$ cat src/rtl/core/rsa_div.sv
// Pipelined restoring divider: one quotient bit per stage, NUM_W stages.
// A payload travels alongside each division.
module rsa_div #(
    parameter int NUM_W = 48,
    parameter int DEN_W = 17,
    parameter int PAY_W = 1
) (
    input  logic             clk,
    input  logic             rst_n,
    input  logic             en,
    input  logic             in_valid,
    input  logic [NUM_W-1:0] num,
    input  logic [DEN_W-1:0] den,
    input  logic [PAY_W-1:0] pay_in,
    output logic             out_valid,
    output logic [NUM_W-1:0] quot,
    output logic [PAY_W-1:0] pay_out
);

    logic             valid_reg [NUM_W];
    logic [DEN_W-1:0] rem_reg   [NUM_W];
    logic [NUM_W-1:0] nq_reg    [NUM_W];
    logic [DEN_W-1:0] den_reg   [NUM_W];
    logic [PAY_W-1:0] pay_reg   [NUM_W];

    for (genvar k = 0; k < NUM_W; k++)
    begin : g_stage
        logic             valid_prev;
        logic [DEN_W-1:0] rem_prev;
        logic [NUM_W-1:0] nq_prev;
        logic [DEN_W-1:0] den_prev;
        logic [PAY_W-1:0] pay_prev;
        logic [DEN_W:0]   shifted;
        logic             take;
        logic [DEN_W-1:0] rem_next;
        logic [NUM_W-1:0] nq_next;

        // The first stage takes the dividend with a zero remainder.
        if (k == 0)
        begin : g_first
            assign valid_prev = in_valid;
            assign rem_prev   = '0;
            assign nq_prev    = num;
            assign den_prev   = den;
            assign pay_prev   = pay_in;
        end
        else
        begin : g_rest
            assign valid_prev = valid_reg[k-1];
            assign rem_prev   = rem_reg[k-1];
            assign nq_prev    = nq_reg[k-1];
            assign den_prev   = den_reg[k-1];
            assign pay_prev   = pay_reg[k-1];
        end

        // Shift in the next dividend bit and subtract the divisor if it fits.
        // Quotient bits enter at the bottom as dividend bits leave the top.
        always_comb
        begin
            shifted  = {rem_prev, nq_prev[NUM_W-1]};
            take     = (shifted >= {1'b0, den_prev});
            rem_next = take ? DEN_W'(shifted - {1'b0, den_prev}) : shifted[DEN_W-1:0];
            nq_next  = {nq_prev[NUM_W-2:0], take};
        end

        always_ff @(posedge clk or negedge rst_n)
        begin
            if (!rst_n)
            begin
                valid_reg[k] <= 1'b0;
            end
            else if (en)
            begin
                valid_reg[k] <= valid_prev;
            end
        end

        always_ff @(posedge clk)
        begin
            if (en)
            begin
                rem_reg[k] <= rem_next;
                nq_reg[k]  <= nq_next;
                den_reg[k] <= den_prev;
                pay_reg[k] <= pay_prev;
            end
        end
    end

    assign out_valid = valid_reg[NUM_W-1];
    assign quot      = nq_reg[NUM_W-1];
    assign pay_out   = pay_reg[NUM_W-1];

endmodule

$ cat config.mk
export PLATFORM = sky130hd
export DESIGN_NAME = rsa_div
export DESIGN_NICKNAME = d
export VERILOG_FILES = /design/src/rtl/core/rsa_div.sv
export SDC_FILE = /design/constraint.sdc
export NUM_CORES = 2
export LEC_CHECK = 0
export ABC_AREA = 0
export BUFFER_PORTS_ARGS = -buffer_cell sky130_fd_sc_hd__buf_2
export CAP_MARGIN = 5
export CORE_MARGIN = 5
export CORE_UTILIZATION = 40
export CTS_BUF_LIST = sky130_fd_sc_hd__clkbuf_8
export DETAILED_ROUTE_END_ITERATION = 7
export MAX_ROUTING_LAYER = met4
export SYNTH_ARGS = -nofsm -noshare
export SYNTH_HDL_FRONTEND = slang
export SYNTH_SLANG_ARGS = --single-unit
$ cat constraint.sdc
create_clock -name clk -period 5.5 [get_ports clk]
set_clock_uncertainty 0.1 [all_clocks]
set_input_delay 0.55 -clock clk [delete_from_list [all_inputs] [get_ports clk]]
set_output_delay 0.55 -clock clk [all_outputs]
set_load 0.02 [all_outputs]
# After elaboration in Yosys (flattened, before gate mapping)
# Memory sizes are Yosys's and may differ from the RTL's.
# Index checks and enable logic that the tools add are counted.
dict set report op_classes {
  n_eq_ne 0
  addsub 48
  n_bitwise 0
  reduce_logical 0
  div 0
  shift 0
  mul 0
  muxes 50
  magnitude_cmp 48
}
# cell n
set op_table {}
lappend op_table {{>= comparator 18 x 17 -> 1 bit} 47}
lappend op_table {{2-to-1 mux 17 bit} 48}
lappend op_table {{subtractor 17 bit} 47}
lappend op_table {{>= comparator 1 x 17 -> 1 bit} 1}
lappend op_table {{subtractor 1 x 17 -> 17 bit} 1}
lappend op_table {{2-to-1 mux 1 bit} 2}
dict set report totals {
  latch_bits 0
  n_memories 4
  input_bits 70
  out_inout_bits 50
  mem_bits_rw 3984
  ff_bits 48
  romBits 0
}
# memory words width read_ports rd_ports_with_merged_regs write_ports line
set mem_list {}
lappend mem_list {nq_reg 48 48 48 0 48 22} ;# logic [NUM_W-1:0] nq_reg [NUM_W];
lappend mem_list {den_reg 48 17 47 0 48 23} ;# logic [DEN_W-1:0] den_reg [NUM_W];
lappend mem_list {rem_reg 48 17 47 0 48 21} ;# logic [DEN_W-1:0] rem_reg [NUM_W];
lappend mem_list {pay_reg 48 1 48 0 48 24} ;# logic [PAY_W-1:0] pay_reg [NUM_W];

# Longest topological paths before layout
# An unclocked memory read counts as a cell.
dict set report logic_depth {
  ltp_word 3
  ltp_mapped 16
  ltp_nobuf 13
}

# Worst setup path before layout
# Ideal clock, no wire load.
dict set report synth_path {
  kind {flip-flop to flip-flop}
  startpoint {memory nq_reg[45][47]}
  endpoint {memory rem_reg[46][8] (netlist: rem_reg[2][246]), data pin}
  arrival_ns 3.326
  period_less_slack_ns 3.685
  slack_ns 1.815
  t_required_ns 5.140
  setup_ns 0.260
  stages_incl_launch_ff 14
  n_path_buf 1
  cell_sequence {edfxtp_1 > inv_1 > ha_1 > inv_1 > fa_1 > a21oi_2 > nor2b_1 > a311o_1 > a31oi_4 > o21ai_2 > o2111a_1 > a2111oi_4 > buf_6 > mux2_2}
}
# element line
set synth_lines {}
lappend synth_lines {{from (decl)} 22}
lappend synth_lines {{to (decl)} 21}

==> summary.txt <==
Run status
  – Status: finished clean

Logic synthesis
  – Yosys warnings: 0
  – Biggest area consumer among synthesized cells: sky130_fd_sc_hd__edfxtp_1
  – Count of flip-flops with a built-in enable after synthesis: approximately 4.0k
  – Syn avg cell area: roughly 15 µm²
  – Async set-reset flop share out of synthesis: between 1 and 1.5%
  – Most frequently used flop master after synthesis: sky130_fd_sc_hd__edfxtp_1
  – Largest cells by area after synthesis: sky130_fd_sc_hd__edfxtp_1 71%, sky130_fd_sc_hd__ha_1 6.0%, sky130_fd_sc_hd__mux2_2 2.8%
  – Number of different library cells in the post-synthesis netlist: 88
  – Net count of the mapped netlist: approximately 12k
  – Post-synth top area share: 70.7%
  – Cells after Synth: 11.1k
  – Summed instance area of the synthesized netlist: between 0.15 and 0.2 mm²
  – Sequential cell area fraction in the yosys report: between 70% and 80%
  – Yosys reg bits: between 3k and 4k

GRT
  – Antenna violations before repair: 3
  – Wire length of the first global-routing pass: a little under 500,000 µm
  – Via count of the first global-routing pass: about 92k
  – Total global-route track usage: 14.5%
  – Overall overflow remaining after global route: 0
  – Pin count of the biggest net entering global routing: 190

Critical path
  – Crit Path Category: reg -> reg
  – Sort of element at the start of the critical path: flip-flop
  – RR Startpoint: nq_reg[39][47]
  – Peak per-stage delay on the critical path: a little over 0.8 ns
  – Most frequent cell on the critical path: sky130_fd_sc_hd__inv_1
  – CP max-delay cell: sky130_fd_sc_hd__a2111oi_2
  – Chain of cells forming the critical path: inv_1, ha_1, inv_1, fa_1, a211oi_1, o21bai_1, a21oi_1, o21a_1, o31ai_1, a2111oi_2, buf_4, mux2_2
  – Critical-path maximum fanout: 23
  – Launch point of the critical path: nq_reg[39][47]
  – Worst Path Required: 6.31 ns
  – Crit path buffers/inverters: 3
  – Critical path endpoint category: flip-flop
  – Reg-to-reg slack, setup: ~1.4 ns
  – Kind of cell with the highest combined delay on the critical path: compound AO/OA/AOI/OAI gates
  – Arrival time of the worst setup path: around 4.9 ns

Clocking
  – # clock sinks: 3,998
  – Number of CTS-inserted buffers: roughly 670
  – Clk buf depth: 4
  – Cell at the root of the clock tree: sky130_fd_sc_hd__clkbuf_8
  – H-tree lvl count: 6
  – Worst-Skew Late Latency: around 1.2 ns
  – CTS tree: done
  – Clock slew at the register clock pins of the worst setup and hold paths: around 0.06 ns
  – Resized Gates After CTS: 0

Timing
  – Unrepaired setup endpoints after global routing: no
  – Relative slew slack: 13.4%
  – Final-layout setup total negative slack: 0 ns
  – Crit path setup slack, layout: ~1.4 ns
  – # setup viols final: 0
  – Final count of hold timing violations: 0
  – Worst-margin pin slew: between 1 and 1.5 ns
  – Post-route clock period utilization: around three quarters
  – Final Max Tran Viols: 0
  – Min Clock Period, post-route: between 4 and 5 ns
  – Timing-limited maximum frequency: roughly 240 MHz

Floorplan
  – Std-Cell Rows: ~240
  – Num ports: 120
  – Initial core utilization: approximately two fifths
  – Die height: 658 µm
  – Core area: about 0.42 mm²
  – Die extent in x: between 600 and 700 µm
  – Total die area: 0.432 mm²

Route
  – Violation count after the first detailed-route iteration: 5,796
  – Remaining DRCs: 0
  – WL per Instance: about 17 µm
  – Final ANT Viol Nets: 0
  – Vias per Instance: between 4 and 5
  – 1st-pass router iterations: 6
  – Total vias in the final route: 89.5k
  – Detailed Route WL: between 300,000 and 400,000 µm

Final layout
  – Total Nets Final: ~13k
  – Share of post-route cells with drive strength above 1: roughly 13%
  – Most used cells in the layout excluding fill and tap cells: 3,950 x sky130_fd_sc_hd__edfxtp_1, 1,201 x sky130_fd_sc_hd__inv_1, 801 x sky130_fd_sc_hd__ha_1
  – Synthesis-to-finish area growth: 13.3%
  – Most common cell after layout, fill and taps aside: sky130_fd_sc_hd__edfxtp_1
  – Flip-flop count of the largest register, all copies and words added: 2,304

Hold path
  – Worst hold path class: reg -> reg
  – Worst Hold Launch: nq_reg[32][0]

Flow run
  – Number of max-cap violations: 0

Placed design
  – Setup WS pre-CTS: approximately 1.5 ns
  – Port-buffer cells: roughly 120
  – Final weighted congestion in routability-driven placement: 0.863
  – DP Wirelength: 210,000 µm

Power and ir drop
  – Largest vdd supply drop: ~0.23 mV
  – Power density relative to cell area: about 530 mW/mm²
  – Leak: 0.0720 µW
through the flow:
step / total power, µW / cells / utilization [%] / hold slack [ns] / cell area, µm²
floorplan: 66700 / 11100 / - / 0.154 / 168000
global placement: 74800 / 16600 / 42.1 / 0.300 / 176000
detailed placement: 75400 / 16600 / 42.1 / 0.305 / 176000
CTS: 102000 / 18000 / 45.5 / 0.0997 / 190000
global route: 107000 / 18000 / 45.5 / 0.275 / 190000
finish: 100000 / 18000 / 45.5 / 0.288 / 190000
synth_stat cells, types with 16 or more instances:
| cell | count |
|---|---|
| sky130_fd_sc_hd__mux2_2 | 418 |
| sky130_fd_sc_hd__a211o_1 | 16 |
| sky130_fd_sc_hd__o211ai_1 | 36 |
| sky130_fd_sc_hd__nor2_1 | 428 |
| sky130_fd_sc_hd__nor4_1 | 20 |
| sky130_fd_sc_hd__and3_1 | 30 |
| sky130_fd_sc_hd__inv_1 | 1004 |
| sky130_fd_sc_hd__or2_2 | 19 |
| sky130_fd_sc_hd__a21boi_0 | 23 |
| sky130_fd_sc_hd__clkbuf_1 | 119 |
| sky130_fd_sc_hd__a21oi_1 | 622 |
| sky130_fd_sc_hd__nor2b_1 | 79 |
| sky130_fd_sc_hd__fa_1 | 46 |
| sky130_fd_sc_hd__o21ai_0 | 713 |
| sky130_fd_sc_hd__mux2i_1 | 48 |
| sky130_fd_sc_hd__xnor2_1 | 339 |
| sky130_fd_sc_hd__nand3_1 | 96 |
| sky130_fd_sc_hd__nand4_1 | 122 |
| sky130_fd_sc_hd__nand2b_1 | 117 |
| sky130_fd_sc_hd__o31a_1 | 34 |
| sky130_fd_sc_hd__a31oi_1 | 48 |
| sky130_fd_sc_hd__nand2_1 | 609 |
| sky130_fd_sc_hd__nor3_1 | 102 |
| sky130_fd_sc_hd__ha_1 | 801 |
| sky130_fd_sc_hd__xor2_1 | 249 |
| sky130_fd_sc_hd__dfrtp_1 | 48 |
| sky130_fd_sc_hd__o31ai_1 | 46 |
| sky130_fd_sc_hd__o21a_1 | 114 |
| sky130_fd_sc_hd__a21o_1 | 244 |
| sky130_fd_sc_hd__edfxtp_1 | 3950 |
| sky130_fd_sc_hd__buf_2 | 21 |
| sky130_fd_sc_hd__a211oi_1 | 82 |
| sky130_fd_sc_hd__or3_1 | 23 |
| sky130_fd_sc_hd__o21bai_1 | 80 |
| sky130_fd_sc_hd__o22ai_1 | 20 |
worst reg2reg max path: stages, from the launching register on:
cell and delay, ns:
sky130_fd_sc_hd__edfxtp_1 0.40, sky130_fd_sc_hd__inv_1 0.08, sky130_fd_sc_hd__ha_1 0.17, sky130_fd_sc_hd__inv_1 0.06, sky130_fd_sc_hd__fa_1 0.44, sky130_fd_sc_hd__a211oi_1 0.28, sky130_fd_sc_hd__o21bai_1 0.11, sky130_fd_sc_hd__a21oi_1 0.30
sky130_fd_sc_hd__o21a_1 0.24, sky130_fd_sc_hd__o31ai_1 0.13, sky130_fd_sc_hd__a2111oi_2 0.81, sky130_fd_sc_hd__buf_4 0.36, sky130_fd_sc_hd__mux2_2 0.37
path summary, 6_finish.rpt:
check	endpoint	depth (start not counted)
min in group asynchronous	g_stage[33].valid_prev	4
min reg2reg	nq_reg[33][1]	0
max in group asynchronous	g_stage[19].valid_prev	4
max reg2reg	rem_reg[2][137]	12
max	rem_reg[2][137]	12
min	nq_reg[33][1]	0
where the power goes:
part / leakage, µW / switching [µW] / internal [µW]
Combinational: 0.0255 / 17200 / 14100
Sequential: 0.0393 / 3000 / 40700
Clock: 0.00726 / 12000 / 13100
Total: 0.0720 / 32200 / 67800
logic make-up after synthesis:
family	count (synthesis)	share of synthesized area, %
fa+ha+maj	847	6.52
compound gates	2259	8.36
xor+xnor	588	3.07
simple gates	1740	4.91
flops	3998	71.4
buf+inv	1154	2.60
mux	466	3.09
area by class of cell:
class | count | area (µm²)
clock inverters | 523 | 3400
diodes | 2 | 5.00
multi-input cells | 5900 | 43600
flip-flops and latches | 3998 | 120000
repair buffers | 367 | 3120
well taps | 5497 | 6880
inverters | 1005 | 3770
clock buffers | 680 | 9360
fillers | 36500 | 227000
routing by layer:
metal  part of all wire (%)  wire length (µm)  GRT usage [%]  up-vias
met5                      0                 0              -        -
met1                     43            136000           17.9    43500
met4                    3.4             10600           5.27        0
met3                    3.9             12300           2.25      761
met2                     49            155000           24.3     1761
li1                       -                 -              -    43400
timing repair:
item,in CTS,in global routing
setup buffers,0,0
hold endpoints to repair,272,0
hold buffers,138,0
Note: power is estimated with default switching activity, not from simulation.
