$ cat config.mk
export PLATFORM = sky130hd
export DESIGN_NAME = rsa_ram
export DESIGN_NICKNAME = d
export VERILOG_FILES = /design/src/rtl/core/rsa_ram.sv
export SDC_FILE = /design/constraint.sdc
export NUM_CORES = 1
export LEC_CHECK = 0
export BUFFER_PORTS_ARGS = -buffer_cell sky130_fd_sc_hd__buf_2
export CAP_MARGIN = 20
export CORE_MARGIN = 3
export CORE_UTILIZATION = 45
export DETAILED_ROUTE_END_ITERATION = 10
export PLACE_DENSITY = 0.73
export SYNTH_ARGS = -nofsm -noshare
export SYNTH_HDL_FRONTEND = slang
export SYNTH_SLANG_ARGS = --single-unit
export TNS_END_PERCENT = 100
$ cat constraint.sdc
create_clock -name clk -period 0.8 [get_ports clk]
set_input_delay 0.08 -clock clk [delete_from_list [all_inputs] [get_ports clk]]
set_output_delay 0.08 -clock clk [all_outputs]
set_load 0.05 [all_outputs]
$ cat src/rtl/core/rsa_ram.sv
// Simple dual-port RAM with one write port and a registered read port.
module rsa_ram #(
    parameter int WIDTH = 8,
    parameter int DEPTH = 2,
    localparam int ADDR_W = (DEPTH > 1) ? $clog2(DEPTH) : 1
) (
    input  logic              clk,
    input  logic              we,
    input  logic [ADDR_W-1:0] waddr,
    input  logic [WIDTH-1:0]  wdata,
    input  logic              re,
    input  logic [ADDR_W-1:0] raddr,
    output logic [WIDTH-1:0]  rdata
);

    logic [WIDTH-1:0] mem [DEPTH];
    logic [WIDTH-1:0] rdata_reg;

    // Write port.
    always_ff @(posedge clk)
    begin
        if (we)
        begin
            mem[waddr] <= wdata;
        end
    end

    // Read port; the data holds until the next read.
    always_ff @(posedge clk)
    begin
        if (re)
        begin
            rdata_reg <= mem[raddr];
        end
    end

    assign rdata = rdata_reg;

endmodule

=== Word level (Yosys, flattened, before mapping) ===
Memories as Yosys holds them, arrays and structs flattened. A register that Yosys moved wholly into a read port is not among the register bits.
Index checks and enable logic that the tools add are counted.

* Memories kept: 1
* RAM bits: 16
* Bits in registers: 0

* Mux-type cells: 2

{| class="wikitable"
|+ Memory list
! memory !! depth !! bits a word !! rd ports !! clocked after Yosys merged registers in !! write ports !! line !! RTL
|-
| mem || 2 || 8 || 1 || 1 || 1 || 16 || <nowiki>logic [WIDTH-1:0] mem [DEPTH];</nowiki>
|}

{| class="wikitable"
|+ Operators with widths
! cell !! number
|-
| $mux 1 || 2
|}

=== Longest topological paths before layout ===
Gate-level depths: netlist of run 1.

* Depth in word-level cells: 2
* Mapped depth: 2
* Depth with buffers taken out: 1

=== Worst setup path after synthesis of run 1 ===
No wires, ideal clock.

* Path kind: in2reg
* Start point: in we
* End point: mem mem[0][0], enable pin
* Data arrival time: 0.500 ns
* Path slack: -0.073 ns
* Buffers on the path: 0
* Setup time: 0.373 ns
* Stages on the path: 1
* Cells stage by stage: nor2b_1

* Cells in the longest elaborated chain, start to end: 2

{| class="wikitable"
|+ RTL lines
! item !! line !! RTL
|-
| from (decl) || 8 || <nowiki>input logic we,</nowiki>
|-
| $mux 1 || 22 || <nowiki>if (we)</nowiki>
|-
| $mux 1 (not written as such) || 24 || <nowiki>mem[waddr] <= wdata;</nowiki>
|-
| to (decl) || 16 ||
|}

Every way passes these cells.

=== Worst setup path in the final report of run 1 ===
* Start point: reg rdata_reg[1], in the netlist rdata[1], read port of mem
* End point: out rdata[1]

{| class="wikitable"
|+ RTL lines
! item !! line !! RTL
|-
| from (decl) || 17 || <nowiki>logic [WIDTH-1:0] rdata_reg;</nowiki>
|-
| to (decl) || 13 || <nowiki>output logic [WIDTH-1:0] rdata</nowiki>
|}

No word-level cell between the ends.

==> impl_metrics.tcl, run 1 <==
set metrics [dict create \
    diodes 0 \
    port_buffers 20 \
    path_clk_slew_ns 0.14 \
    synth_fa_ha_area_share_pct 0 \
    synth_fp_nets 48 \
    muxShareOfSynthArea_pct 13.9 \
    cap_violations 0 \
    finalHoldViolCount 0 \
    avgSynthCellArea_um2 24.7 \
    clock_latency_ns 0.30 \
    synth_xor_xnor_area_share_pct 0 \
    max_stage_delay_ns 0.40 \
    ys_seq_area_share_pct 83.4 \
    die_x_um 49.8 \
    path_max_fanout 1 \
    yosys_warnings 0 \
    tns_ns -1.81 \
    layout_common_cells "24 x edfxtp_1, 12 x buf_2, 8 x mux2_4, 8 x dlygate4sd3_1, 8 x buf_6" \
    cp_num_buf_inv 1 \
    yosys_register_bits 24 \
    failed_checks "negative setup slack" \
    crit_required_ns 0.72 \
    fillerInstances 131 \
    critPathTopFamily "flip-flops" \
    syn_inst 35 \
    grt_pass1_wl_mm 1.79 \
    globalplace.congestion 0.642 \
    fin_skew_ns 0.0147 \
    cpMaxStageDelayCell "edfxtp_1" \
    antenna_left 0 \
    dieArea_um2 2480 \
    rsz0062_at_grt "true" \
    synthToLayoutAreaGrowth_pct 37.0 \
    hold_class "input pin to flip-flop" \
    crit_type "flip-flop to primary output" \
    post_cts_buffers 0 \
    syn_area_um2 865 \
    htree_levels 1 \
    largest_reg_flops 16 \
    cts_max_path_buffers 2 \
    cp.arrival_ns 0.87 \
    yosys-top-cells-area "edfxtp_1 83%, mux2_4 14%, buf_6 1.3%" \
    min_period_over_period_pct 119 \
    drive_gt1_share_pct 51.5 \
    hold_slack_ns 0.0983 \
    routedWlPerCell_um 11.3 \
    reg2reg_slack_ns -0.09 \
    finalWirelength_mm 1.05 \
    stdcell_count 93 \
    initial_core_util_pct 49.0 \
    synth_compound_area_share_pct 0 \
    first_pass_iters 3 \
    vias 409 \
    p_leak_nw 0.467 \
    yosys.area_share.simple_pct 1.45 \
    yosysTopAreaCell "edfxtp_1" \
    grt_usage_pct 9.50 \
    io_pins 21 \
    core-area_um2 1760 \
    rows 15 \
    synth_top_family_by_area "multiplexers" \
    seqCellArea_um2 721 \
    irDropWorstVdd_uv 1480 \
    cts_root_buffer "clkbuf_4" \
    synth_top_area_share_pct 83.4 \
    gr-total-overflow 0 \
    worst_pin_slew_ns 0.355 \
    cts.sinks 24 \
    fin_ws_ns -0.154 \
    cts_made_buffers 3 \
    power_density_nw_per_um2 2270 \
    antenna_found_initial 0 \
    die_y_um 49.8 \
    max-slew-margin-rel_pct 76.3 \
    clock.fmax_ghz 1.05 \
    status "finished, violations left" \
    endpoint_kind "primary output" \
    final_nets 82 \
    drt_iter0_drc 5 \
    viasPerCell 4.40 \
    grt_pass1_vias 399 \
    ys_types 5 \
    worst_setup_path_start_kind "flip-flop" \
    multi_input_comb_area_um2 135 \
    dp.cells 81 \
    worstPathCellList "buf_6" \
    drcViolationCount 0 \
    maxSlewViolCount 0 \
    setup_viol 16 \
    fin_crit_ns 0.954 \
    tritoncts "done" \
    grt_max_degree 15 \
    mostFrequentLayoutCell "edfxtp_1" \
]
[layout make-up]
cell class	count	share of cell area [%]
Multi-Input combinational cell	10	11.4
Clock inverter	1	2.53
Clock buffer	3	1.90
Tap cell	25	2.64
Timing Repair Buffer	30	20.7
Sequential cell	24	60.8
[metrics by stage]
| stage | power, W | instance area (um2) | utilization [%] | setup WS [ns] |
|---|---|---|---|---|
| finish | 0.00269 | 1180 | 67.2 | -0.154 |
| floorplan | 0.00172 | 867 | - | -0.0504 |
| global placement | 0.00180 | 1000 | 56.8 | -0.0912 |
| detailed placement | 0.00181 | 1000 | 56.8 | -0.128 |
| CTS | 0.00270 | 1180 | 67.2 | -0.155 |
| global route | 0.00279 | 1180 | 67.2 | -0.214 |
[cells by family after synthesis]
logic type	Yosys count
and+or+nand+nor	2
buffers and inverters	1
DFF	24
muxes	8
[report_power, final]
part / switching [W] / leakage, nW / internal, W
clock network: 0.000339 / 0.0279 / 0.000506
logic: 0.000173 / 0.211 / 0.000163
registers: 0.0000257 / 0.228 / 0.00148
[routing by layer]
| layer | GRT usage (%) | wire [um] | up-vias | part of all wire [%] |
|---|---|---|---|---|
| met5 | 0 | 0 | - | 0 |
| met1 | 11.6 | 459 | 187 | 44 |
| li1 | - | - | 204 | - |
| met2 | 16.3 | 522 | 18 | 50 |
| met4 | 2.76 | 0 | 0 | 0 |
| met3 | 2.72 | 67 | 0 | 6.4 |
[what timing repair did]
| item | 4_1_cts | 5_1_grt |
|---|---|---|
| setup endpoints to repair | 16 | 16 |
| hold buffers | 8 | 0 |
| gates resized for setup | 16 | 0 |
| hold endpoints to repair | 16 | 0 |
[synthesized netlist by cell type]
library cell / number
nor2b_1: 1
buf_6: 1
edfxtp_1: 24
and2_1: 1
mux2_4: 8
[path summary, 6_finish.rpt]
kind / endpoint / cells past startpoint / start
max reg2reg: rdata[1] / 1 / mem[1][1]
max: rdata[1] / 1 / rdata[1]
min reg2reg: rdata[7] / 1 / mem[0][7]
min: rdata[0] / 1 / re
No activity file was read; power rests on OpenSTA's default activity.
==> inputs of run 2 (changes only) <==
HOLD_SLACK_MARGIN = 0.1   (was unset)
==> run 2 against run 1 <==
  * The flow still finishes with violations (negative setup slack)
  * Flip-flop and latch count unchanged
  * Critical path depth unchanged
  * Clock-buffer cell count unchanged
  * Worst hold slack improved by 0.11 ns
  * Via count increased by 0.49%
  * Sequential power about the same
  * Maximum frequency decreased by 0.26%
  * Critical path type unchanged
  * Highest routed layer unchanged
==> impl_metrics.tcl, run 2 (same netlist as run 1, synthesis figures left out) <==
set metrics [dict create \
    drcViolationCount 0 \
    crit_start "rdata[0]" \
    min_period_over_period_pct 120 \
    pre_cts_ws_ns -0.128 \
    worstPathCellList "buf_6" \
    p_comb_share_pct 12.6 \
    clock_latency_ns 0.30 \
    mostFrequentLayoutCell "edfxtp_1" \
    die_x_um 49.8 \
    max-slew-margin-rel_pct 76.3 \
    cp_num_buf_inv 1 \
    seqPwrFrac_pct 56.0 \
    final_core_util_pct 67.7 \
    ff2ff_path_depth 1 \
    worst_setup_path_start_kind "flip-flop" \
    grt_pass1_wl_mm 1.82 \
    gr-total-overflow 0 \
    diodes 0 \
    status "finished, violations left" \
    finalWirelength_mm 1.07 \
    cp.arrival_ns 0.88 \
    grt_max_degree 15 \
    cpMaxStageDelayCell "edfxtp_1" \
    dieArea_um2 2480 \
    reg2reg_slack_ns -0.09 \
    worstReg2RegStart "mem[1][1]" \
    viasPerCell 4.37 \
    tritoncts "done" \
    crit_required_ns 0.72 \
    irDropWorstVdd_uv 1480 \
    htree_levels 1 \
    sw_frac_of_total_pct 20.0 \
    endpoint_kind "primary output" \
    worst_pin_slew_ns 0.355 \
    io_pins 21 \
    routedWlPerCell_um 11.3 \
    r2r_end "rdata[1]" \
    setup_viol 16 \
    synthToLayoutAreaGrowth_pct 38.2 \
    min-delay-start "waddr" \
    cp.depth 1 \
    fin_crit_ns 0.957 \
    finalHoldViolCount 0 \
    clock.fmax_ghz 1.05 \
    drt_iter0_drc 4 \
    crit_end "rdata[0]" \
    largest_reg_flops 16 \
    power_density_nw_per_um2 2260 \
    rsz0062_at_grt "true" \
    intPower_w 0.00216 \
    crit_type "flip-flop to primary output" \
    antenna_found_initial 0 \
    failed_checks "negative setup slack" \
    antenna_left 0 \
    final_nets 83 \
    layout_common_cells "24 x edfxtp_1, 12 x buf_2, 9 x dlygate4sd3_1, 8 x mux2_4, 8 x buf_6" \
    hold_class "input pin to flip-flop" \
    cts.sinks 24 \
    critPathTopFamily "flip-flops" \
    grt_usage_pct 9.69 \
    path_max_fanout 1 \
    cts_root_buffer "clkbuf_4" \
    first_pass_iters 3 \
    max_stage_delay_ns 0.41 \
    die_y_um 49.8 \
    power_frac_clock_pct 31.4 \
    rows 15 \
    grt_pass1_vias 408 \
    path_clk_slew_ns 0.14 \
    p_leak_nw 0.471 \
    core-area_um2 1760 \
    cap_violations 0 \
    maxSlewViolCount 0 \
    initial_core_util_pct 49.0 \
    globalplace.congestion 0.642 \
    drive_gt1_share_pct 50.7 \
    cts_made_buffers 3 \
    cts_max_path_buffers 2 \
    port_buffers 20 \
    vias 411 \
    switching_power_w 0.000539 \
    fin_ws_ns -0.157 \
    fin_skew_ns 0.0153 \
]
## run 2: cell types whose count changed in the layout (fill, tap and decap cells not counted)
cell,before,now
dlygate4sd3_1,8,9
## run 2: area by class of cell
| type | count | area (um2) |
|---|---|---|
| sequential | 24 | 721 |
| fill | 128 | 569 |
| timing repair buffer | 31 | 255 |
| multi-input combinational | 10 | 135 |
| tap | 25 | 31.3 |
| clock inverter | 1 | 30.0 |
| clock buffer | 3 | 22.5 |
## run 2: power groups by stage
| stage | Combinational [W] | Clock, W | Sequential [W] |
|---|---|---|---|
| detailed placement | 0.000275 | 0 | 0.00153 |
| global placement | 0.000268 | 0 | 0.00153 |
| global route | 0.000359 | 0.000916 | 0.00152 |
| finish | 0.000340 | 0.000845 | 0.00151 |
| CTS | 0.000343 | 0.000853 | 0.00151 |
| floorplan | 0.0000868 | 0 | 0.00164 |
## run 2: worst min-delay path by stage
| stage | end | slack (ns) | cells after the start |
|---|---|---|---|
| final | mem[0][0] | 0.21 | 3 |
| after global routing | mem[0][5] | 0.21 | 3 |
| after floorplan | mem[0][0] | 0.18 | 0 |
| after detailed placement | mem[0][5] | 0.27 | 1 |
| after CTS | mem[0][2] | 0.21 | 3 |
| after global placement | mem[1][2] | 0.27 | 1 |
## run 2: timing repair
action / in CTS / in global routing
gates resized for setup: 16 / 0
endpoints found under the hold margin: 21 / 0
setup endpoints to repair: 16 / 16
hold buffers: 9 / 0
setup buffers: 0 / 0
## run 2: metal layers
metal | wire, um | part of all wire [%] | global-route usage (%) | vias up
li1 | - | - | - | 206
met1 | 471 | 44 | 11.8 | 187
met3 | 63 | 5.9 | 2.72 | 0
met5 | 0 | 0 | 0 | -
met4 | 0 | 0 | 2.76 | 0
met2 | 530 | 50 | 16.7 | 18
## run 2: through the flow
step	area (um2)	instances	total power [W]	hold slack, ns	TNS, ns
final	1190	94	0.00270	0.212	-1.81
after global routing	1190	94	0.00280	0.206	-2.40
after CTS	1190	94	0.00271	0.213	-1.87
after detailed placement	1000	81	0.00181	0.271	-1.71
after global placement	1000	81	0.00180	0.267	-1.28
after floorplan	867	35	0.00172	0.179	-0.403
==> inputs of run 3 (changes only) <==
CORE_UTILIZATION = 30   (was 45)
PLACE_DENSITY = 0.53   (was 0.73)
==> run 3 against run 2 <==
  * The flow still finishes with violations (negative setup slack)
  * Via count is 1.7% lower
  * Worst setup slack better by 0.018 ns
  * Combinational power hardly changed
  * Sequential power hardly changed
  * First-iteration DRC count stayed put
  * Critical endpoint is now rdata[4]
  * Global-route usage is 2.8 points lower
  * Routed wire length is 1.5% higher
  * Core utilization is 23 points lower
  * Largest cell class unchanged
  * Clock power is 44% lower
  * Critical path depth stayed put
==> impl_metrics.tcl, run 3 (same netlist as run 1, synthesis figures left out) <==
set metrics [dict create \
    status "finished, violations left" \
    failed_checks "negative setup slack" \
    crit_type "flip-flop to primary output" \
    drcViolationCount 0 \
    rsz0062_at_grt "true" \
    final_core_util_pct 45.0 \
    vias 404 \
    gr-total-overflow 0 \
    power_density_nw_per_um2 1980 \
    hold_class "input pin to flip-flop" \
    endpoint_kind "primary output" \
    fin_skew_ns 0.000649 \
    final_nets 84 \
    largest_reg_flops 16 \
    path_max_fanout 1 \
    cp.arrival_ns 0.86 \
    p_leak_nw 0.463 \
    port_buffers 20 \
    core-area_um2 2610 \
    worstPathCellList "buf_6" \
    clock_latency_ns 0.29 \
    diodes 0 \
    cp_num_buf_inv 1 \
    dieArea_um2 3560 \
    max_stage_delay_ns 0.40 \
    min_period_over_period_pct 117 \
    antenna_left 0 \
    first_pass_iters 2 \
    tritoncts "done" \
    min_to "rdata[4]" \
    cts_root_buffer "clkbuf_4" \
    clock.fmax_ghz 1.06 \
    initial_core_util_pct 33.1 \
    die_x_um 59.7 \
    cts_made_buffers 3 \
    rows 18 \
    r2r_end "rdata[4]" \
    cts.sinks 24 \
    fin_crit_ns 0.939 \
    reg2reg_slack_ns -0.11 \
    viasPerCell 4.08 \
    finalWirelength_mm 1.08 \
    cpMaxStageDelayCell "edfxtp_1" \
    fin_ws_ns -0.139 \
    finalHoldViolCount 0 \
    worst_pin_slew_ns 0.247 \
    post_cts_buffers 0 \
    cts_max_path_buffers 2 \
    synthToLayoutAreaGrowth_pct 36.0 \
    maxSlewViolCount 0 \
    routedWlPerCell_um 10.9 \
    grt_pass1_vias 393 \
    grt_pass1_wl_mm 1.75 \
    mostFrequentLayoutCell "edfxtp_1" \
    globalplace.congestion 0.595 \
    io_pins 21 \
    grt_usage_pct 6.92 \
    irDropWorstVdd_uv 1100 \
    crit_required_ns 0.72 \
    grt_max_degree 13 \
    worst_hold_path.num_cells 1 \
    worstReg2RegStart "mem[0][4]" \
    antenna_found_initial 0 \
    p_total_w 0.00233 \
    critPathTopFamily "flip-flops" \
    htree_levels 1 \
    layout_common_cells "24 x edfxtp_1, 12 x buf_2, 8 x mux2_4, 8 x dlygate4sd3_1, 8 x buf_6" \
    setup_viol 16 \
    crit_start "rdata[4]" \
    drive_gt1_share_pct 52.2 \
    path_clk_slew_ns 0.12 \
    cap_violations 0 \
    drt_iter0_drc 4 \
    worst_setup_path_start_kind "flip-flop" \
    max-slew-margin-rel_pct 83.5 \
    min-delay-start "re" \
    die_y_um 59.7 \
    ff2ff_path_depth 1 \
]
-- run 3: cell count changes in the layout (fill, tap and decap cells not counted) --
cell	delta
buf_4	+2
dlygate4sd3_1	-1
bufinv_16	-1
-- run 3: routing by layer --
metal  global-route usage, %  up-vias  part of all wire (%)
met5                       0        -                     0
met4                    3.80        0                  0.83
met3                    3.24        2                   7.1
met2                    10.5       14                    49
met1                    8.04      183                    43
li1                        -      205                     -
-- run 3: report_power, final --
group,total (W),internal [W],switching [W],leakage (nW)
registers,0.00151,0.00148,0.0000265,0.228
logic,0.000342,0.000169,0.000173,0.221
clock network,0.000477,0.000175,0.000302,0.0138
total,0.00233,0.00183,0.000501,0.463
-- run 3: cell type report --
cell class              count  area, um2
flip-flops and latches     24        721
fillers                   235       1440
clock buffers               3       22.5
multi-input cells          10        135
repair buffers             32        260
well taps                  30       37.5
-- run 3: how the worst max path moves through the flow --
stage | end | slack [ns] | cells past startpoint
after CTS | rdata[7] | -0.15 | 1
after floorplan | rdata[0] | -0.05 | 1
after global placement | rdata[3] | -0.1 | 2
after global routing | rdata[3] | -0.20 | 1
final | rdata[4] | -0.14 | 1
after detailed placement | rdata[6] | -0.11 | 2
-- run 3: stage by stage --
step | setup WS (ns) | hold slack, ns | instance area [um2] | TNS (ns) | cells
6_report | -0.139 | 0.111 | 1180 | -1.70 | 99
2_1_floorplan | -0.0504 | 0.179 | 867 | -0.403 | 35
5_1_grt | -0.197 | 0.101 | 1180 | -2.33 | 99
3_3_place_gp | -0.0956 | 0.269 | 1020 | -0.741 | 88
4_1_cts | -0.145 | 0.116 | 1180 | -1.82 | 99
3_5_place_dp | -0.111 | 0.273 | 1020 | -0.859 | 88
-- run 3: timing repair --
action / CTS / global route
endpoints found under the setup margin: 16 / 16
resized for setup: 16 / 0
endpoints found under the hold margin: 16 / 0
hold buffers: 8 / 0
cloned: 0 / 0
